--- config.mk ---
export PLATFORM = sky130hd
export DESIGN_NAME = sorted_deadline_timer_queue
export DESIGN_NICKNAME = d
export VERILOG_FILES = /design/src/sdtq_pkg.sv /design/src/sorted_deadline_timer_queue.sv /design/src/sdtq_dp.sv /design/src/sdtq_ctrl.sv
export SDC_FILE = /design/constraint.sdc
export NUM_CORES = 1
export LEC_CHECK = 0
export BUFFER_PORTS_ARGS = -buffer_cell sky130_fd_sc_hd__buf_2
export CORE_MARGIN = 2
export CORE_UTILIZATION = 41
export DETAILED_ROUTE_END_ITERATION = 10
export MAX_ROUTING_LAYER = met4
export SLEW_MARGIN = 20
export SYNTH_ARGS = -nofsm -noshare
export SYNTH_HDL_FRONTEND = slang
export SYNTH_HIERARCHICAL = 1
export SYNTH_SLANG_ARGS = --single-unit
export TNS_END_PERCENT = 20
--- constraint.sdc ---
create_clock -name aclk -period 10.6 [get_ports aclk]
set_input_delay 1.06 -clock aclk [delete_from_list [all_inputs] [get_ports aclk]]
set_output_delay 1.06 -clock aclk [all_outputs]
set_load 0.05 [all_outputs]
--- src/sdtq_pkg.sv ---
`timescale 1ns / 1ps
`default_nettype none
// ----------------------------------------------------------------------------
// sdtq_pkg: shared types and constants of the sorted deadline timer queue
// Sizes, request and result codes, controller states and the command and
// status bundles between the controller and the datapath.
// ----------------------------------------------------------------------------
package sdtq_pkg;

    // queue sizing
    localparam int DEPTH       = 16;
    localparam int TICK_BITS   = 32;
    localparam int MAX_RESULTS = 16;

    localparam int IDX_W  = $clog2(DEPTH);
    localparam int CNT_W  = $clog2(DEPTH + 1);
    localparam int NRES_W = $clog2(MAX_RESULTS);

    // request and result field widths
    localparam int ID_W        = 4;
    localparam int REQ_W       = 2;
    localparam int KIND_W      = 3;
    localparam int FIELD_DL_W  = 32;
    localparam int TDATA_IN_W  = 72;
    localparam int TDATA_OUT_W = 8;

    // request types
    localparam logic [REQ_W-1:0] REQ_ADD    = 2'd0;
    localparam logic [REQ_W-1:0] REQ_REMOVE = 2'd1;
    localparam logic [REQ_W-1:0] REQ_TICK   = 2'd2;

    typedef logic [TICK_BITS-1:0] tick_t;
    typedef logic [ID_W-1:0]      id_t;

    typedef enum logic [KIND_W-1:0] {
        KIND_ADDED   = 3'd0,
        KIND_REMOVED = 3'd1,
        KIND_EXPIRED = 3'd2,
        KIND_NONE    = 3'd3,
        KIND_FULL    = 3'd4
    } kind_t;

    // source of the id in a result
    typedef enum logic [1:0] {
        IDSEL_REQ  = 2'd0,
        IDSEL_HEAD = 2'd1,
        IDSEL_ZERO = 2'd2
    } id_sel_t;

    typedef enum logic [2:0] {
        ST_IDLE   = 3'd0,
        ST_FIND   = 3'd1,
        ST_INSERT = 3'd2,
        ST_REPLY  = 3'd3,
        ST_TICK   = 3'd4
    } state_t;

    // controller to datapath
    typedef struct packed {
        logic    load_req;
        logic    idx_clr;
        logic    idx_inc;
        logic    del_en;
        logic    del_head;
        logic    ins_en;
        logic    n_clr;
        logic    n_inc;
        logic    out_load;
        kind_t   out_kind;
        id_sel_t out_sel;
        logic    out_present;
        logic    out_last;
    } cmd_t;

    // datapath to controller
    typedef struct packed {
        logic idx_end;
        logic id_match;
        logic dl_le;
        logic full;
        logic head_exp;
        logic next_exp;
        logic n_lim;
        logic out_free;
    } sts_t;

endpackage
`default_nettype wire

--- src/sorted_deadline_timer_queue.sv ---
// Sequence: an add or move scans the queue for the id, then scans for the insert point, then
//   loads the result; a remove scans for the id, then loads the result; a tick pops one
//   expired head per result, one per cycle while the output register is free.
// Throughput: one request at a time; the one-entry-per-cycle scan of the queue sets the rate.
//   A result waiting in the output register does not block the next request from being taken.
// Reset: clears the queue count, the sequencer and the output valid; entry storage is not
//   cleared, since only entries below the count are read.
`timescale 1ns / 1ps
`default_nettype none
// ----------------------------------------------------------------------------
// sorted_deadline_timer_queue: timer queue sorted by deadline
// Add, move, remove and expiry tick requests over a stream interface.
// ----------------------------------------------------------------------------
module sorted_deadline_timer_queue (
    input  wire logic                              aclk,
    input  wire logic                              aresetn,
    // request stream
    input  wire logic                              s_tvalid,
    output logic                                   s_tready,
    input  wire logic [sdtq_pkg::TDATA_IN_W-1:0]   s_tdata,  // timer_id, deadline, now_ticks
    input  wire logic [sdtq_pkg::REQ_W-1:0]        s_tuser,  // req_type
    // result stream
    output logic                                   m_tvalid,
    input  wire logic                              m_tready,
    output logic [sdtq_pkg::TDATA_OUT_W-1:0]       m_tdata,  // result_id, was_present
    output logic [sdtq_pkg::KIND_W-1:0]            m_tuser,  // result_kind
    output logic                                   m_tlast   // last_result
);

    sdtq_pkg::cmd_t  cmd;
    sdtq_pkg::sts_t  sts;
    sdtq_pkg::id_t   in_id;
    sdtq_pkg::tick_t in_dl;
    sdtq_pkg::tick_t in_now;
    sdtq_pkg::kind_t out_kind;
    sdtq_pkg::id_t   out_id;
    logic            out_present;

    // request unpacking
    assign in_id  = s_tdata[sdtq_pkg::ID_W-1:0];
    assign in_dl  = sdtq_pkg::tick_t'(s_tdata[sdtq_pkg::ID_W +: sdtq_pkg::FIELD_DL_W]);
    assign in_now = sdtq_pkg::tick_t'(
        s_tdata[sdtq_pkg::ID_W + sdtq_pkg::FIELD_DL_W +: sdtq_pkg::FIELD_DL_W]);

    sdtq_ctrl u_ctrl (
        .aclk     (aclk),
        .aresetn  (aresetn),
        .s_tvalid (s_tvalid),
        .req_type (s_tuser),
        .sts      (sts),
        .s_tready (s_tready),
        .cmd      (cmd)
    );

    sdtq_dp u_dp (
        .aclk        (aclk),
        .aresetn     (aresetn),
        .cmd         (cmd),
        .in_id       (in_id),
        .in_dl       (in_dl),
        .in_now      (in_now),
        .m_tready    (m_tready),
        .sts         (sts),
        .m_valid     (m_tvalid),
        .out_kind    (out_kind),
        .out_id      (out_id),
        .out_present (out_present),
        .out_last    (m_tlast)
    );

    // result packing
    assign m_tuser = out_kind;
    assign m_tdata = {{(sdtq_pkg::TDATA_OUT_W - sdtq_pkg::ID_W - 1){1'b0}}, out_present, out_id};

    // never insert into a full queue
    a_ins_not_full: assert property (@(posedge aclk) disable iff (!aresetn)
        cmd.ins_en |-> !sts.full)
        else $error("insert into full queue");

    // a pending result is never overwritten
    a_no_overwrite: assert property (@(posedge aclk) disable iff (!aresetn)
        cmd.out_load |-> sts.out_free)
        else $error("result register overwritten");

    // delete and insert never share a cycle
    a_del_ins_excl: assert property (@(posedge aclk) disable iff (!aresetn)
        !(cmd.del_en && cmd.ins_en))
        else $error("delete and insert together");

    // an expired pop always carries the head entry with a valid queue
    a_pop_head: assert property (@(posedge aclk) disable iff (!aresetn)
        (cmd.del_en && cmd.del_head) |-> (sts.head_exp && cmd.out_load))
        else $error("head pop without expiry");

endmodule
`default_nettype wire

--- src/sdtq_dp.sv ---
`timescale 1ns / 1ps
`default_nettype none
// ----------------------------------------------------------------------------
// sdtq_dp: queue storage and result register
// Sorted entry array with masked shift for delete and insert, a scan index
// with one read port, request capture and the output register.
// ----------------------------------------------------------------------------
module sdtq_dp (
    input  wire logic             aclk,
    input  wire logic             aresetn,
    input  wire sdtq_pkg::cmd_t   cmd,
    input  wire sdtq_pkg::id_t    in_id,
    input  wire sdtq_pkg::tick_t  in_dl,
    input  wire sdtq_pkg::tick_t  in_now,
    input  wire logic             m_tready,
    output sdtq_pkg::sts_t        sts,
    output logic                  m_valid,
    output sdtq_pkg::kind_t       out_kind,
    output sdtq_pkg::id_t         out_id,
    output logic                  out_present,
    output logic                  out_last
);

    // entry storage, only entries below the count are meaningful
    sdtq_pkg::id_t   ids_reg [sdtq_pkg::DEPTH];
    sdtq_pkg::tick_t dls_reg [sdtq_pkg::DEPTH];

    // neighbor taps for shifting
    sdtq_pkg::id_t   up_id [sdtq_pkg::DEPTH];
    sdtq_pkg::tick_t up_dl [sdtq_pkg::DEPTH];
    sdtq_pkg::id_t   dn_id [sdtq_pkg::DEPTH];
    sdtq_pkg::tick_t dn_dl [sdtq_pkg::DEPTH];

    logic [sdtq_pkg::CNT_W-1:0]  count_reg, count_next;
    logic [sdtq_pkg::CNT_W-1:0]  idx_reg, idx_next;
    logic [sdtq_pkg::NRES_W-1:0] n_reg, n_next;
    logic [sdtq_pkg::CNT_W-1:0]  pos;
    logic [sdtq_pkg::IDX_W-1:0]  rd_idx;

    sdtq_pkg::id_t   req_id_reg;
    sdtq_pkg::tick_t req_dl_reg;
    sdtq_pkg::tick_t req_now_reg;

    logic            m_valid_reg;
    sdtq_pkg::kind_t out_kind_reg;
    sdtq_pkg::id_t   out_id_reg;
    logic            out_present_reg;
    logic            out_last_reg;
    sdtq_pkg::id_t   sel_id;

    for (genvar g = 0; g < sdtq_pkg::DEPTH; g++) begin : g_tap
        if (g < sdtq_pkg::DEPTH - 1) begin : g_up
            assign up_id[g] = ids_reg[g+1];
            assign up_dl[g] = dls_reg[g+1];
        end else begin : g_up_end
            assign up_id[g] = ids_reg[g];
            assign up_dl[g] = dls_reg[g];
        end
        if (g > 0) begin : g_dn
            assign dn_id[g] = ids_reg[g-1];
            assign dn_dl[g] = dls_reg[g-1];
        end else begin : g_dn_end
            assign dn_id[g] = ids_reg[g];
            assign dn_dl[g] = dls_reg[g];
        end
    end

    assign pos    = cmd.del_head ? '0 : idx_reg;
    assign rd_idx = idx_reg[sdtq_pkg::IDX_W-1:0];

    // per-entry delete or insert, each entry looks only at its neighbors and the request
    always_ff @(posedge aclk) begin
        for (int i = 0; i < sdtq_pkg::DEPTH; i++) begin
            if (cmd.del_en && (sdtq_pkg::CNT_W'(i) >= pos)) begin
                ids_reg[i] <= up_id[i];
                dls_reg[i] <= up_dl[i];
            end else if (cmd.ins_en && (sdtq_pkg::CNT_W'(i) == pos)) begin
                ids_reg[i] <= req_id_reg;
                dls_reg[i] <= req_dl_reg;
            end else if (cmd.ins_en && (sdtq_pkg::CNT_W'(i) > pos)) begin
                ids_reg[i] <= dn_id[i];
                dls_reg[i] <= dn_dl[i];
            end
        end
    end

    // counters
    always_comb begin
        count_next = count_reg;
        if (cmd.del_en) begin
            count_next = count_reg - sdtq_pkg::CNT_W'(1);
        end else if (cmd.ins_en) begin
            count_next = count_reg + sdtq_pkg::CNT_W'(1);
        end
        idx_next = idx_reg;
        if (cmd.idx_clr) begin
            idx_next = '0;
        end else if (cmd.idx_inc) begin
            idx_next = idx_reg + sdtq_pkg::CNT_W'(1);
        end
        n_next = n_reg;
        if (cmd.n_clr) begin
            n_next = '0;
        end else if (cmd.n_inc) begin
            n_next = n_reg + sdtq_pkg::NRES_W'(1);
        end
    end

    always_ff @(posedge aclk) begin
        if (!aresetn) begin
            count_reg <= '0;
            idx_reg   <= '0;
            n_reg     <= '0;
        end else begin
            count_reg <= count_next;
            idx_reg   <= idx_next;
            n_reg     <= n_next;
        end
    end

    // request capture
    always_ff @(posedge aclk) begin
        if (cmd.load_req) begin
            req_id_reg  <= in_id;
            req_dl_reg  <= in_dl;
            req_now_reg <= in_now;
        end
    end

    // result id source
    always_comb begin
        unique case (cmd.out_sel)
            sdtq_pkg::IDSEL_REQ:  sel_id = req_id_reg;
            sdtq_pkg::IDSEL_HEAD: sel_id = ids_reg[0];
            default:              sel_id = '0;
        endcase
    end

    // output register
    always_ff @(posedge aclk) begin
        if (!aresetn) begin
            m_valid_reg <= 1'b0;
        end else if (cmd.out_load) begin
            m_valid_reg <= 1'b1;
        end else if (m_tready) begin
            m_valid_reg <= 1'b0;
        end
    end

    always_ff @(posedge aclk) begin
        if (cmd.out_load) begin
            out_kind_reg    <= cmd.out_kind;
            out_id_reg      <= sel_id;
            out_present_reg <= cmd.out_present;
            out_last_reg    <= cmd.out_last;
        end
    end

    // status to controller
    always_comb begin
        sts.idx_end  = (idx_reg == count_reg);
        sts.id_match = (ids_reg[rd_idx] == req_id_reg);
        sts.dl_le    = (dls_reg[rd_idx] <= req_dl_reg);
        sts.full     = (count_reg == sdtq_pkg::CNT_W'(sdtq_pkg::DEPTH));
        sts.head_exp = (count_reg != '0) && (dls_reg[0] < req_now_reg);
        sts.next_exp = (count_reg > sdtq_pkg::CNT_W'(1)) && (dls_reg[1] < req_now_reg);
        sts.n_lim    = (n_reg == sdtq_pkg::NRES_W'(sdtq_pkg::MAX_RESULTS - 1));
        sts.out_free = !m_valid_reg || m_tready;
    end

    assign m_valid     = m_valid_reg;
    assign out_kind    = out_kind_reg;
    assign out_id      = out_id_reg;
    assign out_present = out_present_reg;
    assign out_last    = out_last_reg;

endmodule
`default_nettype wire

--- src/sdtq_ctrl.sv ---
`timescale 1ns / 1ps
`default_nettype none
// ----------------------------------------------------------------------------
// sdtq_ctrl: request sequencer
// Walks the queue one entry per cycle to find an id or an insert point, and
// pops expired head entries one per result.
// ----------------------------------------------------------------------------
module sdtq_ctrl (
    input  wire logic                        aclk,
    input  wire logic                        aresetn,
    input  wire logic                        s_tvalid,
    input  wire logic [sdtq_pkg::REQ_W-1:0]  req_type,
    input  wire sdtq_pkg::sts_t              sts,
    output logic                             s_tready,
    output sdtq_pkg::cmd_t                   cmd
);

    sdtq_pkg::state_t state_reg, state_next;
    sdtq_pkg::kind_t  kind_reg, kind_next;
    logic             present_reg, present_next;
    logic             is_add_reg, is_add_next;
    logic             tick_last;

    // state and reply registers
    always_ff @(posedge aclk) begin
        if (!aresetn) begin
            state_reg   <= sdtq_pkg::ST_IDLE;
            kind_reg    <= sdtq_pkg::KIND_ADDED;
            present_reg <= 1'b0;
            is_add_reg  <= 1'b0;
        end else begin
            state_reg   <= state_next;
            kind_reg    <= kind_next;
            present_reg <= present_next;
            is_add_reg  <= is_add_next;
        end
    end

    // last expired result when the next head will not expire or the cap is hit
    assign tick_last = !(sts.next_exp && !sts.n_lim);

    // next state and commands
    always_comb begin
        state_next   = state_reg;
        kind_next    = kind_reg;
        present_next = present_reg;
        is_add_next  = is_add_reg;
        s_tready     = 1'b0;
        cmd          = '0;
        cmd.out_kind = sdtq_pkg::KIND_ADDED;
        cmd.out_sel  = sdtq_pkg::IDSEL_REQ;
        unique case (state_reg)
            sdtq_pkg::ST_IDLE: begin
                s_tready = 1'b1;
                if (s_tvalid) begin
                    cmd.load_req = 1'b1;
                    cmd.idx_clr  = 1'b1;
                    cmd.n_clr    = 1'b1;
                    is_add_next  = (req_type == sdtq_pkg::REQ_ADD);
                    if (req_type == sdtq_pkg::REQ_ADD || req_type == sdtq_pkg::REQ_REMOVE) begin
                        state_next = sdtq_pkg::ST_FIND;
                    end else if (req_type == sdtq_pkg::REQ_TICK) begin
                        state_next = sdtq_pkg::ST_TICK;
                    end
                end
            end
            sdtq_pkg::ST_FIND: begin
                if (sts.idx_end) begin
                    if (!is_add_reg) begin
                        kind_next    = sdtq_pkg::KIND_REMOVED;
                        present_next = 1'b0;
                        state_next   = sdtq_pkg::ST_REPLY;
                    end else if (sts.full) begin
                        kind_next    = sdtq_pkg::KIND_FULL;
                        present_next = 1'b0;
                        state_next   = sdtq_pkg::ST_REPLY;
                    end else begin
                        cmd.idx_clr = 1'b1;
                        state_next  = sdtq_pkg::ST_INSERT;
                    end
                end else if (sts.id_match) begin
                    // unlink the old entry, a move then reinserts it
                    cmd.del_en  = 1'b1;
                    cmd.idx_clr = 1'b1;
                    if (is_add_reg) begin
                        state_next = sdtq_pkg::ST_INSERT;
                    end else begin
                        kind_next    = sdtq_pkg::KIND_REMOVED;
                        present_next = 1'b1;
                        state_next   = sdtq_pkg::ST_REPLY;
                    end
                end else begin
                    cmd.idx_inc = 1'b1;
                end
            end
            sdtq_pkg::ST_INSERT: begin
                // insert behind every entry with a deadline not above the new one
                if (sts.idx_end || !sts.dl_le) begin
                    cmd.ins_en   = 1'b1;
                    kind_next    = sdtq_pkg::KIND_ADDED;
                    present_next = 1'b0;
                    state_next   = sdtq_pkg::ST_REPLY;
                end else begin
                    cmd.idx_inc = 1'b1;
                end
            end
            sdtq_pkg::ST_REPLY: begin
                if (sts.out_free) begin
                    cmd.out_load    = 1'b1;
                    cmd.out_kind    = kind_reg;
                    cmd.out_sel     = sdtq_pkg::IDSEL_REQ;
                    cmd.out_present = present_reg;
                    cmd.out_last    = 1'b1;
                    state_next      = sdtq_pkg::ST_IDLE;
                end
            end
            sdtq_pkg::ST_TICK: begin
                if (sts.out_free) begin
                    cmd.out_load = 1'b1;
                    if (sts.head_exp) begin
                        cmd.out_kind = sdtq_pkg::KIND_EXPIRED;
                        cmd.out_sel  = sdtq_pkg::IDSEL_HEAD;
                        cmd.out_last = tick_last;
                        cmd.del_en   = 1'b1;
                        cmd.del_head = 1'b1;
                        cmd.n_inc    = 1'b1;
                        if (tick_last) begin
                            state_next = sdtq_pkg::ST_IDLE;
                        end
                    end else begin
                        cmd.out_kind = sdtq_pkg::KIND_NONE;
                        cmd.out_sel  = sdtq_pkg::IDSEL_ZERO;
                        cmd.out_last = 1'b1;
                        state_next   = sdtq_pkg::ST_IDLE;
                    end
                end
            end
            default: begin
                state_next = sdtq_pkg::ST_IDLE;
            end
        endcase
    end

endmodule
`default_nettype wire

==> run_results.csv <==
group,metric,value,unit
synthesis,async_flop_share,0,
drt,wl_met3,13300,um
synthesis,synth_cell_type_count,75,
layout,final_common_cell,"edfxtp_1",
sta,setup_tns,0,ns
drt,wl_per_cell,24.5,um
pwr,ir_drop,0.000181,V
layout,syn_to_final_growth,10.6,%
critical_path,required,10.98,ns
critical_path,crit_arrival,8.06,ns
critical_path,cp-start-kind,"flop",
sta,hold_viol_final,0,
sta,worst_slew_pin_slew,1.15,ns
clock_network,cts_tree,"built",
clock_network,htreeDepth,3,
synthesis,syn_inst,3355,
drt,drtIter0Drc,3980,
drt,vias,27900,
clock_network,hold_buffers,0,
placed_design,place_ws,2.92,ns
critical_path,crit_fanout,95,
pwr,p_leak,15.8,nW
drt,dr.pass1.iters,9,
floorplan,initial_core_util,0.415,
placed_design,gp_congestion,0.917,
clock_network,cts.sinks,679,
sta,rsz0062_at_grt,"false",
layout,fillerInstances,8310,
sta,fmax,0.130,GHz
layout,final_cell_mix,"edfxtp_1 (653), nand2_1 (521), nor2_1 (309), a21oi_1 (260), inv_1 (182)",
synthesis,ys_ff_latch,679,
clock_network,clkTransAtPathRegs,0.06,ns
layout,drive_above_1_share,0.160,
floorplan,chipHeight,309,um
run,drv_cap,0,
sta,period_share,0.725,
placed_design,io_buffers,84,
synthesis,synth_ff_type,"edfxtp_1",
global_routing,grt_pass1_vias,25900,
critical_path,end_kind,"flop",
synthesis,yosysTopAreaCellShare,0.513,
synthesis,synth_edf_count,653,
critical_path,critPathSlowestCell,"dfxtp_4",
critical_path,crit_type,"flop to flop",
floorplan,coreArea,92100,sq um
drt,drt-met1-wl,48400,um
global_routing,track_usage,0.242,
floorplan,die_w,309,um
drt,top_layer_used,"met4",
synthesis,yosysSeqAreaShare,0.527,
global_routing,antenna_found_initial,4,
clock_network,ctsLongestPathBuffers,3,
layout,largest_reg_flops,512,
floorplan,row_count,111,
clock_network,root_buffer,"clkbuf_16",
global_routing,grt_start_max_net_pins,98,
critical_path,critPathMaxStageDelay,0.75,ns
drt,drt-total-wl,113000,um
drt,drc_errors,0,
floorplan,die-area,95700,sq um
clock_network,insertion_delay,0.64,ns
synthesis,synth.area.top_cells,"edfxtp_1 (51%), mux4_2 (10%), nand2_1 (5.1%)",
drt,antenna_left,0,
sta,slew_headroom,0.232,
clock_network,cts_buffers,76,
sta,slew_violations,0,
min_path,min_path_type,"flop to flop",
synthesis,yosys.area.top_type,"edfxtp_1",
drt,wl_met2,49200,um
global_routing,grt_pass1_wl,170000,um
synthesis,syn_area_per_cell,11.4,sq um
placed_design,dp.cells,4480,
clock_network,post_cts_buffers,0,
critical_path,crit_chain,"buf_12 -> mux4_2 -> mux4_2 -> ha_1 -> nand4_1 -> or2_2 -> o22ai_1 -> o41ai_1 -> a21o_1 -> a21oi_1 -> nor2b_1 -> buf_4 -> nand2b_4 -> or2_4 -> nand2b_4 -> mux2_2",
layout,regArea,20100,sq um
floorplan,ios,92,
placed_design,post-dp-hpwl,73800,um
layout,final_util,0.459,
drt,vias_per_cell,6.04,
layout,num-nets-final,3493,
layout,multi_input_area,16400,sq um
run_status,status,"complete, no violations",
layout,stdcell_count,4617,
sta,setup_viol,0,
clock_network,cts_resized,0,
pwr,p_per_area,283,nW/um^2
synthesis,yosysWarnings,6,
sta,fin_skew,0.0266,ns
synthesis,mappedNetlistArea,38200,sq um
sta,setup_slack,2.92,ns
sta,min_period,7.68,ns
global_routing,grt_overflow_total,0,
[layer usage]
metal | vias up | GRT usage
li1 | 12500 | -
met1 | 13700 | 0.351
met2 | 1552 | 0.349
met3 | 150 | 0.0449
met4 | 0 | 0.0629
met5 | - | -
[Yosys cell counts, drive strengths merged (40+ instances only)]
cell type / instances
a222oi: 108
nor2: 328
mux4: 177
mux2: 41
a21oi: 261
inv: 182
mux2i: 114
a31oi: 40
a22oi: 140
ha: 100
edfxtp: 653
o21ai: 163
clkbuf: 164
nand2: 523
buf: 124
[power by group]
part	total [W]	switching, W	internal [W]
Combinational	0.00418	0.00266	0.00152
Sequential	0.00512	0.000741	0.00438
Clock	0.00265	0.00111	0.00155
[through the flow]
stage	instance area, sq um	power [W]	hold slack, ns
final	42300	0.0120	0.459
after global routing	42300	0.0126	0.488
after CTS	42300	0.0119	0.463
after detailed placement	39900	0.00928	0.455
after global placement	39800	0.00916	0.452
after floorplan	38200	0.00777	0.430
[logic make-up after synthesis]
group / count (synthesis) / share of synthesized area
xor+xnor: 21 / 0.00481
mux: 332 / 0.146
other cells: 1 / 0.0000981
compound gates: 789 / 0.134
buf+inv: 470 / 0.0518
fa+ha+maj: 100 / 0.0327
simple gates: 963 / 0.103
flops: 679 / 0.527
[cell type report]
cell class / instances / area share
sequential: 679 / 0.476
antenna: 3 / 0.000178
clock buffer: 99 / 0.0480
tap: 1243 / 0.0368
multi-input combinational: 2208 / 0.388
inverter: 182 / 0.0162
clock inverter: 35 / 0.00947
timing repair buffer: 168 / 0.0254
[final timing paths]
kind / from / endpoint / slack (ns) / cells past startpoint
worst max register to register: flop / u_dp/dls_reg[0][0]$_DFFE_PP_ / 2.92 / 16
worst min register to register: u_ctrl/kind_reg[0]$_SDFFE_PN0P_ / u_ctrl/kind_reg[0]$_SDFFE_PN0P_ / 0.46 / 2
worst min-delay path: u_ctrl/kind_reg[0]$_SDFFE_PN0P_ / u_ctrl/kind_reg[0]$_SDFFE_PN0P_ / 0.46 / 2
worst max-delay path: flop / u_dp/dls_reg[0][0]$_DFFE_PP_ / 2.92 / 16
[worst max-delay path, delay by kind of cell (launching register included)]
family	cells	cell delay (ns)
multiplexers	3	1.62
AND/OR/NAND/NOR	6	2.39
adder cells (fa/ha/maj)	1	0.31
AO/OA/AOI/OAI	4	1.25
buffers and inverters	2	0.94
flip-flops	1	0.75
Note: power is estimated with default switching activity, not from simulation.
